--- config.mk ---
export PLATFORM = sky130hd
export DESIGN_NAME = broadcast_ring_buffer_top
export DESIGN_NICKNAME = d
export VERILOG_FILES = /design/src/rtl/core/brb_pkg.sv /design/src/rtl/core/brb_ram.sv /design/src/rtl/core/broadcast_ring_buffer_top.sv
export SDC_FILE = /design/constraint.sdc
export NUM_CORES = 2
export LEC_CHECK = 0
export BUFFER_PORTS_ARGS = -buffer_cell sky130_fd_sc_hd__buf_2
export CORE_UTILIZATION = 60
export DETAILED_ROUTE_END_ITERATION = 6
export PLACE_DENSITY = 0.74
export RECOVER_POWER = 50
export SYNTH_ARGS = -nofsm -noshare
export SYNTH_HDL_FRONTEND = slang
export SYNTH_SLANG_ARGS = --single-unit
export TNS_END_PERCENT = 100
--- constraint.sdc ---
create_clock -name clk -period 8.4 [get_ports clk]
set_input_delay 0.84 -clock clk [delete_from_list [all_inputs] [get_ports clk]]
set_output_delay 0.84 -clock clk [all_outputs]
set_load 0.02 [all_outputs]
--- src/rtl/core/brb_pkg.sv ---
`timescale 1ns / 1ps
`default_nettype none
// ----------------------------------------------------------------------------
// brb_pkg
// Shared types, codes and defaults for the broadcast ring buffer.
// ----------------------------------------------------------------------------
package brb_pkg;

  localparam int SLOTS_DEFAULT       = 64;
  localparam int DATA_WIDTH_DEFAULT  = 32;
  localparam int READERS_DEFAULT     = 8;
  localparam int COUNT_WIDTH_DEFAULT = 32;

  localparam int RING_LENGTH_RESET = 64;

  localparam logic [1:0] OP_PUBLISH = 2'd0;
  localparam logic [1:0] OP_POLL    = 2'd1;
  localparam logic [1:0] OP_ATTACH  = 2'd2;

  localparam logic [1:0] STS_PUBLISHED = 2'd0;
  localparam logic [1:0] STS_DELIVERED = 2'd1;
  localparam logic [1:0] STS_EMPTY     = 2'd2;
  localparam logic [1:0] STS_ATTACHED  = 2'd3;

  localparam logic [1:0] POL_OLDEST = 2'd1;
  localparam logic [1:0] POL_NEWEST = 2'd2;

  localparam logic REG_RING_LENGTH = 1'b0;
  localparam logic REG_RESYNC      = 1'b1;

  typedef struct packed {
    logic [1:0]  operation;
    logic [31:0] publish_value;
    logic [2:0]  subscriber;
  } cmd_t;

  typedef struct packed {
    logic [1:0]  status;
    logic [31:0] read_value;
    logic        overrun;
  } rsp_t;

  typedef enum logic [1:0] {
    ST_IDLE,
    ST_LOOKUP,
    ST_DATA
  } fsm_t;

endpackage
`default_nettype wire

--- src/rtl/core/brb_ram.sv ---
`timescale 1ns / 1ps
`default_nettype none
// ----------------------------------------------------------------------------
// brb_ram
// Generic single-write, single-read RAM with registered read data.
// ----------------------------------------------------------------------------
module brb_ram #(
  parameter int WIDTH = 32,
  parameter int DEPTH = 64,
  localparam int AW = (DEPTH > 1) ? $clog2(DEPTH) : 1
) (
  input  wire logic             clk,
  input  wire logic             we,
  input  wire logic [AW-1:0]    waddr,
  input  wire logic [WIDTH-1:0] wdata,
  input  wire logic             re,
  input  wire logic [AW-1:0]    raddr,
  output logic      [WIDTH-1:0] rdata
);

  logic [WIDTH-1:0] mem [DEPTH];

  always_ff @(posedge clk) begin
    if (we) begin
      mem[waddr] <= wdata;
    end
    if (re) begin
      rdata <= mem[raddr];
    end
  end

endmodule
`default_nettype wire

--- src/rtl/core/broadcast_ring_buffer_top.sv ---
`timescale 1ns / 1ps
`default_nettype none
// ----------------------------------------------------------------------------
// broadcast_ring_buffer_top
// One writer, many readers broadcast ring with per-reader resync policy.
// ----------------------------------------------------------------------------
// Usage:
//   cmd channel (cmd_valid/cmd_stall/cmd) carries publish, poll and attach
//   requests; rsp channel (rsp_valid/rsp_stall/rsp) returns one result per
//   request, in order. A transfer happens when valid is high and stall low.
//   Ring slots live in one RAM, reader pointer/count pairs in a second RAM.
//   Publish, attach and non-delivering polls load the result from the
//   lookup state; a delivering poll first reads the reader RAM, then the
//   ring RAM, and loads its result from the data state. One request is in
//   flight at a time: no new request is taken until the last has loaded.
//   While rsp is stalled the finished result holds in the output register;
//   the next request is still taken and parks before its result until the
//   register frees, with no state committed before then.
//   Reset clears pointers, counts, reader valid bits and config registers;
//   ring contents are undefined until published.
//   APB: ring_length at 0x0, resync_policies at 0x4; pready is tied high.
// ----------------------------------------------------------------------------
module broadcast_ring_buffer_top #(
  parameter int SLOTS       = brb_pkg::SLOTS_DEFAULT,
  parameter int DATA_WIDTH  = brb_pkg::DATA_WIDTH_DEFAULT,
  parameter int READERS     = brb_pkg::READERS_DEFAULT,
  parameter int COUNT_WIDTH = brb_pkg::COUNT_WIDTH_DEFAULT
) (
  input  wire logic          clk,
  input  wire logic          rst,
  input  wire logic          psel,
  input  wire logic          penable,
  input  wire logic          pwrite,
  input  wire logic [2:0]    paddr,
  input  wire logic [31:0]   pwdata,
  output logic      [31:0]   prdata,
  output logic               pready,
  input  wire logic          cmd_valid,
  output logic               cmd_stall,
  input  wire brb_pkg::cmd_t cmd,
  output logic               rsp_valid,
  input  wire logic          rsp_stall,
  output brb_pkg::rsp_t      rsp
);

  import brb_pkg::*;

  localparam int PW   = $clog2(SLOTS);
  localparam int LW   = $clog2(SLOTS + 1);
  localparam int CMPW = (LW > 7) ? LW : 7;
  localparam int RIW  = (READERS > 1) ? $clog2(READERS) : 1;
  localparam int CW   = COUNT_WIDTH;
  localparam int EW   = CW + PW;

  // configuration
  logic [6:0]  ring_length;
  logic [15:0] resync_policies;
  logic        cfg_write;

  assign pready    = 1'b1;
  assign cfg_write = psel && penable && pwrite;

  always_ff @(posedge clk) begin
    if (rst) begin
      ring_length     <= 7'(RING_LENGTH_RESET);
      resync_policies <= '0;
    end else if (cfg_write) begin
      unique case (paddr[2])
        REG_RING_LENGTH: ring_length     <= pwdata[6:0];
        REG_RESYNC:      resync_policies <= pwdata[15:0];
        default: ;
      endcase
    end
  end

  always_comb begin
    unique case (paddr[2])
      REG_RING_LENGTH: prdata = {25'b0, ring_length};
      REG_RESYNC:      prdata = {16'b0, resync_policies};
      default:         prdata = '0;
    endcase
  end

  logic [LW-1:0] len;
  always_comb begin
    if (ring_length == 7'd0) begin
      len = LW'(1);
    end else if (CMPW'(ring_length) > CMPW'(SLOTS)) begin
      len = LW'(SLOTS);
    end else begin
      len = LW'(ring_length);
    end
  end

  // state
  fsm_t               state, state_next;
  cmd_t               item;
  logic               kvalid;
  logic [PW-1:0]      wp, wp_next;
  logic [CW-1:0]      pc, pc_next;
  logic [READERS-1:0] rvalid;
  logic [PW-1:0]      dptr, dptr_next;
  logic [CW-1:0]      dcnt, dcnt_next;
  logic               dovr, dovr_next;
  logic               rsp_load;
  rsp_t               rsp_next;

  logic               cmd_accept;
  logic               result_go;
  logic [RIW-1:0]     kidx, item_kidx;
  logic               k_in_range, item_in_range;

  assign cmd_stall     = (state != ST_IDLE);
  assign cmd_accept    = cmd_valid && !cmd_stall;
  assign result_go     = !rsp_valid || !rsp_stall;
  assign kidx          = RIW'(cmd.subscriber);
  assign item_kidx     = RIW'(item.subscriber);
  assign k_in_range    = 32'(cmd.subscriber) < READERS;
  assign item_in_range = 32'(item.subscriber) < READERS;

  // memories
  logic                  ring_we, ring_re;
  logic [PW-1:0]         ring_waddr, ring_raddr;
  logic [DATA_WIDTH-1:0] ring_wdata, ring_rdata;
  logic                  rd_we;
  logic [EW-1:0]         rd_wdata, rd_rdata;

  brb_ram #(.WIDTH(DATA_WIDTH), .DEPTH(SLOTS)) u_ring (
    .clk   (clk),
    .we    (ring_we),
    .waddr (ring_waddr),
    .wdata (ring_wdata),
    .re    (ring_re),
    .raddr (ring_raddr),
    .rdata (ring_rdata)
  );

  brb_ram #(.WIDTH(EW), .DEPTH(READERS)) u_readers (
    .clk   (clk),
    .we    (rd_we),
    .waddr (item_kidx),
    .wdata (rd_wdata),
    .re    (cmd_accept),
    .raddr (kidx),
    .rdata (rd_rdata)
  );

  // lookup datapath
  logic [CW-1:0] ecnt, gap, rcnt;
  logic [PW-1:0] eptr, rptr;
  logic          over, has;
  logic [1:0]    pol;
  logic [PW-1:0] wp_adv, dptr_adv;

  assign ecnt = kvalid ? rd_rdata[EW-1:PW] : '0;
  assign eptr = kvalid ? rd_rdata[PW-1:0] : '0;
  assign gap  = pc - ecnt;
  assign over = gap > CW'(len);
  assign pol  = resync_policies[2*item.subscriber +: 2];

  always_comb begin
    if (!over) begin
      rcnt = ecnt;
      rptr = eptr;
      has  = (gap != '0);
    end else begin
      case (pol)
        POL_OLDEST: begin
          rcnt = pc - CW'(len);
          rptr = wp;
          has  = 1'b1;
        end
        POL_NEWEST: begin
          rcnt = pc - CW'(1);
          rptr = (wp == '0) ? PW'(len - LW'(1)) : wp - PW'(1);
          has  = 1'b1;
        end
        default: begin
          rcnt = pc;
          rptr = wp;
          has  = 1'b0;
        end
      endcase
    end
  end

  assign wp_adv   = ((LW'(wp) + LW'(1)) >= len) ? '0 : wp + PW'(1);
  assign dptr_adv = ((LW'(dptr) + LW'(1)) >= len) ? '0 : dptr + PW'(1);

  // control
  always_ff @(posedge clk) begin
    if (rst) begin
      state <= ST_IDLE;
    end else begin
      state <= state_next;
    end
  end

  always_comb begin
    state_next = state;
    ring_we    = 1'b0;
    ring_waddr = wp;
    ring_wdata = DATA_WIDTH'(item.publish_value);
    ring_re    = 1'b0;
    ring_raddr = rptr;
    rd_we      = 1'b0;
    rd_wdata   = '0;
    wp_next    = wp;
    pc_next    = pc;
    dptr_next  = dptr;
    dcnt_next  = dcnt;
    dovr_next  = dovr;
    rsp_load   = 1'b0;
    rsp_next   = '{status: STS_EMPTY, read_value: '0, overrun: 1'b0};
    unique case (state)
      ST_IDLE: begin
        if (cmd_accept) begin
          state_next = ST_LOOKUP;
        end
      end
      ST_LOOKUP: begin
        case (item.operation)
          OP_PUBLISH: begin
            if (result_go) begin
              ring_we         = 1'b1;
              wp_next         = wp_adv;
              pc_next         = pc + CW'(1);
              rsp_load        = 1'b1;
              rsp_next.status = STS_PUBLISHED;
              state_next      = ST_IDLE;
            end
          end
          OP_POLL: begin
            if (!item_in_range) begin
              if (result_go) begin
                rsp_load   = 1'b1;
                state_next = ST_IDLE;
              end
            end else if (has) begin
              ring_re    = 1'b1;
              dptr_next  = rptr;
              dcnt_next  = rcnt;
              dovr_next  = over;
              state_next = ST_DATA;
            end else if (result_go) begin
              rd_we            = over;
              rd_wdata         = {rcnt, rptr};
              rsp_load         = 1'b1;
              rsp_next.overrun = over;
              state_next       = ST_IDLE;
            end
          end
          OP_ATTACH: begin
            if (result_go) begin
              rd_we           = item_in_range;
              rsp_load        = 1'b1;
              rsp_next.status = STS_ATTACHED;
              state_next      = ST_IDLE;
            end
          end
          default: begin
            if (result_go) begin
              rsp_load   = 1'b1;
              state_next = ST_IDLE;
            end
          end
        endcase
      end
      ST_DATA: begin
        if (result_go) begin
          rd_we      = 1'b1;
          rd_wdata   = {dcnt + CW'(1), dptr_adv};
          rsp_load   = 1'b1;
          rsp_next   = '{status: STS_DELIVERED, read_value: 32'(ring_rdata),
                         overrun: dovr};
          state_next = ST_IDLE;
        end
      end
      default: state_next = ST_IDLE;
    endcase
  end

  always_ff @(posedge clk) begin
    if (rst) begin
      wp        <= '0;
      pc        <= '0;
      rvalid    <= '0;
      rsp_valid <= 1'b0;
    end else begin
      wp <= wp_next;
      pc <= pc_next;
      if (rd_we) begin
        rvalid[item_kidx] <= 1'b1;
      end
      if (rsp_load) begin
        rsp_valid <= 1'b1;
      end else if (!rsp_stall) begin
        rsp_valid <= 1'b0;
      end
    end
  end

  always_ff @(posedge clk) begin
    if (cmd_accept) begin
      item   <= cmd;
      kvalid <= k_in_range ? rvalid[kidx] : 1'b0;
    end
    dptr <= dptr_next;
    dcnt <= dcnt_next;
    dovr <= dovr_next;
    if (rsp_load) begin
      rsp <= rsp_next;
    end
  end

  // checks
  a_accept_to_lookup: assert property (@(posedge clk) disable iff (rst)
    cmd_accept |=> state == ST_LOOKUP)
    else $error("accepted transfer did not start a lookup");

  a_deliver_from_data: assert property (@(posedge clk) disable iff (rst)
    (state == ST_DATA && result_go) |=> rsp_valid && rsp.status == STS_DELIVERED)
    else $error("ring read did not deliver a value");

  a_ring_port_excl: assert property (@(posedge clk) disable iff (rst)
    !(ring_we && ring_re))
    else $error("ring written and read in the same cycle");

  a_wp_in_store: assert property (@(posedge clk) disable iff (rst)
    32'(wp) < SLOTS)
    else $error("write pointer left the store");

endmodule
`default_nettype wire
Word-level counts from Yosys, hierarchy flattened. Memory sizes are Yosys's and may differ from the RTL's. A register that Yosys moved wholly into a read port is not among the register bits. Index checks and enable logic that the tools add are counted.

Register bits after elaboration: 184. RAM bits: 2352. Bits of input ports: 79. Word-level logic and storage cells: 122. Memories: 2.

$add $sub $neg: 11. Order comparisons: 7. Equality and inequality tests: 8. Shift operators: 1. Mux-type cells: 54. Bitwise logic cells: 2. Reductions and logical operators: 20.

Memory list: u_ring.mem (words 64, width 32, rd ports 1, clocked after Yosys merged registers in 1, write ports 1, line brb_ram.sv:21) `logic [WIDTH-1:0] mem [DEPTH];`; u_readers.mem (words 8, width 38, rd ports 1, clocked after Yosys merged registers in 1, write ports 1, line brb_ram.sv:21).

Operators by type and width (number): 2-to-1 mux 38 bit (4); case mux 32 bit (2 select lines) (2); case mux 38 bit (2 select lines) (1); adder 32 x 1 -> 32 bit (second input constant) (2); 2-to-1 mux 32 bit (2); 2-to-1 mux 6 bit (6); 2-to-1 mux 35 bit (1); > comparator 32 x 7 -> 1 bit (1); nonzero test 32 bit (1); subtractor 32 x 1 -> 32 bit (second input constant) (1); subtractor 32 bit (1); subtractor 32 x 7 -> 32 bit (1); 2-to-1 mux 1 bit (22); indexed part select 16 x 5 -> 2 bit (1); adder 6 x 1 -> 7 bit (second input constant) (2); greater-or-equal comparator 7 bit (2); 2-to-1 mux 7 bit (2); adder 6 x 1 -> 6 bit (second input constant) (2); subtractor 6 x 1 -> 6 bit (second input constant) (2); 2-to-1 mux 2 bit (5); < comparator 3 x 4 -> 1 bit (second input constant) (2); OR 8 bit (1); case mux 1 bit (2 select lines) (4); case mux 2 bit (2 select lines) (2); other kinds (20) (33).

Longest topological paths before layout.
Depth in word-level cells: 11. Depth in mapped cells: 30.

Cells and area by module. A second synthesis with hierarchy kept.

Cells, all modules: 5586. Area, all modules: 104904.4 um2.

Modules (own cells, without submodules): brb_ram (u_ring) (times used 1, cells each 3572, area an instance 79206.0 um2); broadcast_ring_buffer_top (times used 1, cells each 1524, area an instance 13108.8 um2); brb_ram (u_readers) (times used 1, cells each 490, area an instance 12589.6 um2).

Worst setup path after synthesis. Ideal clock, no wire load.

Path kind: register to register. Start: register kvalid. End: memory u_readers.mem[4][0] in the netlist's numbering (enable). Arrival: 6.921 ns. Data required time: 7.917 ns. Slack: 0.997 ns. Stages on the path, launching flop included: 21. Path buffers: 4. Cell sequence: edfxtp_1 -> clkbuf_1 -> clkbuf_1 -> clkbuf_1 -> and2_1 -> ha_1 -> inv_1 -> fa_1 -> a21o_1 -> a221oi_2 -> o211ai_2 -> a221oi_2 -> o221ai_1 -> xnor2_1 -> nand4bb_1 -> or4b_1 -> buf_2 -> a31oi_1 -> nor2_1 -> o2111ai_1 -> nor3_1.

Cells in the longest elaborated chain, start to end: 9. Elaborated cells on any way between the ends: 11. Those cells by class: add/sub (1); order compare (1); mux (8); reduce/logical (1).

Ends and longest elaborated chain: start, declared (line broadcast_ring_buffer_top.sv:98) `logic kvalid;`; start signal, assigned (line broadcast_ring_buffer_top.sv:306) `kvalid <= k_in_range ? rvalid[kidx] : 1'b0;`; 2-to-1 mux 32 bit (*) (line broadcast_ring_buffer_top.sv:155) `assign ecnt = kvalid ? rd_rdata[EW-1:PW] : '0;`; subtractor 32 bit (*) (line broadcast_ring_buffer_top.sv:157) `assign gap = pc - ecnt;`; > comparator 32 x 7 -> 1 bit or nonzero test 32 bit (tied branches) (line broadcast_ring_buffer_top.sv:158, broadcast_ring_buffer_top.sv:165); 2-to-1 mux 1 bit (on tied branches) (line broadcast_ring_buffer_top.sv:245, broadcast_ring_buffer_top.sv:162); 2-to-1 mux 1 bit (*) (line broadcast_ring_buffer_top.sv:239) `end else if (has) begin`; case mux 1 bit (2 select lines) (*) (line broadcast_ring_buffer_top.sv:222) `case (item.operation)`; case mux 1 bit (2 select lines) (*) (line broadcast_ring_buffer_top.sv:215) `unique case (state)`; 2-to-1 mux 1 bit (*) (line brb_ram.sv:24) `if (we) begin`; 2-to-1 mux 1 bit (implied by the code) (*) (line brb_ram.sv:25) `mem[waddr] <= wdata;`; end, declared (line brb_ram.sv:21).

Mark *: on every way between the ends. The rest lies on a longest branch, timed or not.

Worst setup path in the final report.
Start: register kvalid. End: register u_ring.rdata[11], read port of u_ring.mem, data pin.

Cells in the longest elaborated chain, start to end: 7. Elaborated cells on any way between the ends: 10. Those cells by class: add/sub (1); order compare (1); mux (7); reduce/logical (1).

Ends and longest elaborated chain: 2-to-1 mux 32 bit (line broadcast_ring_buffer_top.sv:155); subtractor 32 bit (line broadcast_ring_buffer_top.sv:157); > comparator 32 x 7 -> 1 bit or nonzero test 32 bit (tied branches) (line broadcast_ring_buffer_top.sv:158, broadcast_ring_buffer_top.sv:165); 2-to-1 mux 1 bit (line broadcast_ring_buffer_top.sv:162) `if (!over) begin`; 2-to-1 mux 1 bit (line broadcast_ring_buffer_top.sv:239); 2-to-1 mux 1 bit (line broadcast_ring_buffer_top.sv:222); 2-to-1 mux 1 bit (line broadcast_ring_buffer_top.sv:215); end, declared (line brb_ram.sv:18) `output logic [WIDTH-1:0] rdata`.

Parallel ways exist; a longest one is shown, timed or not. A chain may end at the register's enable or synchronous reset.

==> impl_metrics.toml <==
[route]
top_layer = "met5"
postRouteWirelength_mm = 340
wl_met1_mm = 120
drtIter0Drc = 12622
final_antenna_net_count = 0
via_per_inst = 7.16
wl_per_cell_um = 33.9
met3_length_mm = 50.6
wl_met2_mm = 148
dr_total_vias = 71692
dr.pass1.iters = 7
drc = 3

[synth]
ys_types = 89
ys_async_sr_fraction = 0
ys_seq_area_frac = 0.719
syn_area_per_cell_sq_um = 14.8
ys_ff_latch = 2606
syn_area_sq_um = 108000
syn_inst = 7283
synth-main-ff-cell = "edfxtp_1"
ys_warn_count = 0
synth-edff-count = 2534

[setup_path]
r2r-start = "kvalid"
crit_fanout = 71
r2r_cells = 23
rrSetupSlack_ns = 0.73
timing.setup.critical_path_class = "flop to flop"
endpoint_kind = "flop"
startpoint_type = "flop"
critPathArrivalTime_ns = 8.33
cp.required_ns = 9.06
reg2reg_to = "u_ring.rdata[11]"

[place]
routabilityCongestion = 0.931
io_buffers = 113
hpwl_mm = 189
placed_cells = 9529
dpl_cell_area_sq_um = 113000

[floorplanning]
rows = 155
die_x_um = 426
ios = 149
core_area_sq_um = 178000
die_height_um = 426
start_util = 0.604
dieArea_sq_um = 181000

[clock_tree]
cts_setup_buffers = 0
clkTransAtPathRegs_ns = 0.06
cts_resized = 0
cts_max_level = 5
cts_made_buffers = 278
clockBufferDepth = 4
hold_buffers = 0
clock_sinks = 2606
root_buffer = "clkbuf_16"
clk_latency_ns = 0.96
cts_tree = "built"

[sta]
fin_skew_ns = 0.0682
drv_slew = 2834
hold_violations = 0
rsz0062_at_grt = "false"
worstMarginPinSlew_ns = 4.72
period_needed_ns = 7.67
tns_ns = 0
max_freq_ghz = 0.130
max-slew-margin-rel = -2.15
setup-violations-final = 0
finalCritPeriodShare = 0.913
whs_ns = 0.0817

[finish]
design_area_sq_um = 121000
nets = 7609
syn_to_final_growth_pct = 11.9
fin_cells = 10006
fill_cells = 11913
drive_gt1_frac = 0.121
regArea_sq_um = 77500
multiInputGateArea_sq_um = 28400

[power]
power_switching_mw = 5.80
power.total_mw = 27.2
p_comb_frac = 0.044
clockPowerShare = 0.429
switching_share = 0.213
total_leakage_power_nw = 39.8
p_per_area_nw_per_um2 = 226
p_int_mw = 21.4
ir_drop_v = 0.000234
seq_power_share = 0.528

[global_route]
grt_max_degree = 163
grt_pass1_wl_mm = 479
antenna_found_initial = 17
overflow = 0
grt_pass1_vias = 68317
track_usage = 0.371

[min_path]
min_from = "cmd[23]"
min_to = "ring_wdata[20]"
min_path_type = "input pin to flop"
worstHoldPathCells = 1

[run]
drv_cap = 61

[run_status]
violations = "DRC, capacitance limit, slew limit"
status = "finished, violations left"
worst max-delay path by stage:
stage / startpoint / to / slack, ns
4_1_cts: kvalid / u_ring.rdata[25] / 0.89
5_1_grt: kvalid / u_ring.rdata[22] / 0.60
2_1_floorplan: kvalid / u_readers.mem[4][0] / 1.0
3_5_place_dp: kvalid / u_ring.rdata[25] / 0.94
6_report: kvalid / u_ring.rdata[11] / 0.73
3_3_place_gp: kvalid / u_ring.rdata[25] / 0.94
critical path, cell delays in order (launching register included):
cell and delay (ns):
edfxtp_1 0.34, buf_4 0.30, nand2_1 0.17, fa_1 0.43, a21o_1 0.20, a221oi_2 0.54
xnor2_1 0.20, ha_1 0.34, nand3_1 0.07, o22ai_1 0.11, a31oi_1 0.11, a211oi_1 0.28
o2111ai_1 0.15, nor4b_1 0.63, nand4_1 0.38, o31a_2 0.49, nor2_4 0.23, inv_8 0.17
buf_4 0.42, a211oi_1 0.39, nor4_1 0.14, a2111oi_0 0.86, buf_4 0.29, nand4_1 0.10
registers in the layout, summed over array words and instances (netlist names), 8 cells and up:
signal and cells:
dcnt 32, pc 32, resync_policies 16, ring_wdata 32, rsp 35, rvalid 8, u_readers.mem 304, u_readers.rdata 38
u_ring.mem 2048, u_ring.rdata 32
routing by layer:
metal | GRT usage | up-vias
met5 | 0 | -
met4 | 0.202 | 14
met3 | 0.118 | 1220
met2 | 0.546 | 5956
met1 | 0.494 | 35348
li1 | - | 29154
cells by family (layout without fill, tap and decap cells):
group                      count (synthesis)  count (layout)  share of synthesized area
muxes                                    412             412                     0.0481
buffers and inverters                    588             929                     0.0231
xor gates and xnor gates                 109             109                    0.00886
and+or+nand+nor                         1961            1961                     0.0939
adders and majority gates                 75              75                    0.00885
AOI/OAI and AO/OA                       1530            1530                     0.0977
other                                      2              29                  0.0000697
DFF                                     2606            2606                      0.719
through the flow:
| stage | worst slack [ns] | util |
|---|---|---|
| final | 0.731 | 0.676 |
| after global routing | 0.598 | 0.676 |
| after CTS | 0.888 | 0.678 |
| after detailed placement | 0.939 | 0.631 |
| after global placement | 0.938 | 0.631 |
| after floorplan | 0.997 | - |
cell usage in the layout, fill, tap and decap left out, types with 62 or more instances in the layout:
cell type / instances
clkbuf_1: 160
a22oi_1: 69
nand2_1: 565
a31oi_1: 71
nor4_1: 75
buf_4: 229
o21ai_0: 128
nor2_1: 162
a21boi_0: 101
o22ai_1: 90
a211oi_1: 338
ha_1: 73
nand4_1: 67
nor3_1: 116
mux4_2: 78
edfxtp_1: 2534
dfxtp_1: 72
and3_1: 435
mux2i_1: 263
o211ai_1: 80
or3_1: 98
buf_2: 62
clkbuf_16: 286
nand3_1: 196
a21oi_1: 337
power by group through the flow:
stage | combinational [mW] | sequential, mW | clock [mW]
after global routing | 1.24 | 14.4 | 12.2
after CTS | 1.16 | 14.3 | 11.7
after global placement | 1.12 | 14.6 | 0
final | 1.19 | 14.4 | 11.7
after floorplan | 0.640 | 14.7 | 0
after detailed placement | 1.15 | 14.6 | 0
Yosys cell counts, drive strengths merged (73+ instances only):
| cell | instances | area (sq um) |
|---|---|---|
| mux4 | 78 | 1760 |
| a21oi | 340 | 1710 |
| a21boi | 102 | 766 |
| mux2i | 273 | 2750 |
| nor4 | 76 | 475 |
| o21ai | 128 | 641 |
| nor3 | 118 | 591 |
| or3 | 98 | 613 |
| nand3 | 196 | 981 |
| a211oi | 338 | 2540 |
| ha | 73 | 913 |
| o22ai | 90 | 563 |
| clkbuf | 355 | 1330 |
| nand2 | 566 | 2120 |
| o211ai | 81 | 613 |
| buf | 193 | 1010 |
| edfxtp | 2534 | 76100 |
| nor2 | 219 | 830 |
| and3 | 435 | 2720 |
layout make-up:
| cell class | count | area share |
|---|---|---|
| sequential | 2606 | 0.643 |
| multi-input combinational | 4104 | 0.235 |
| clock buffer | 353 | 0.0618 |
| inverter | 40 | 0.00135 |
| tap | 2355 | 0.0244 |
| antenna | 12 | 0.000249 |
| timing repair buffer | 425 | 0.0259 |
| clock inverter | 111 | 0.00806 |
No activity file was read; power rests on OpenSTA's default activity.
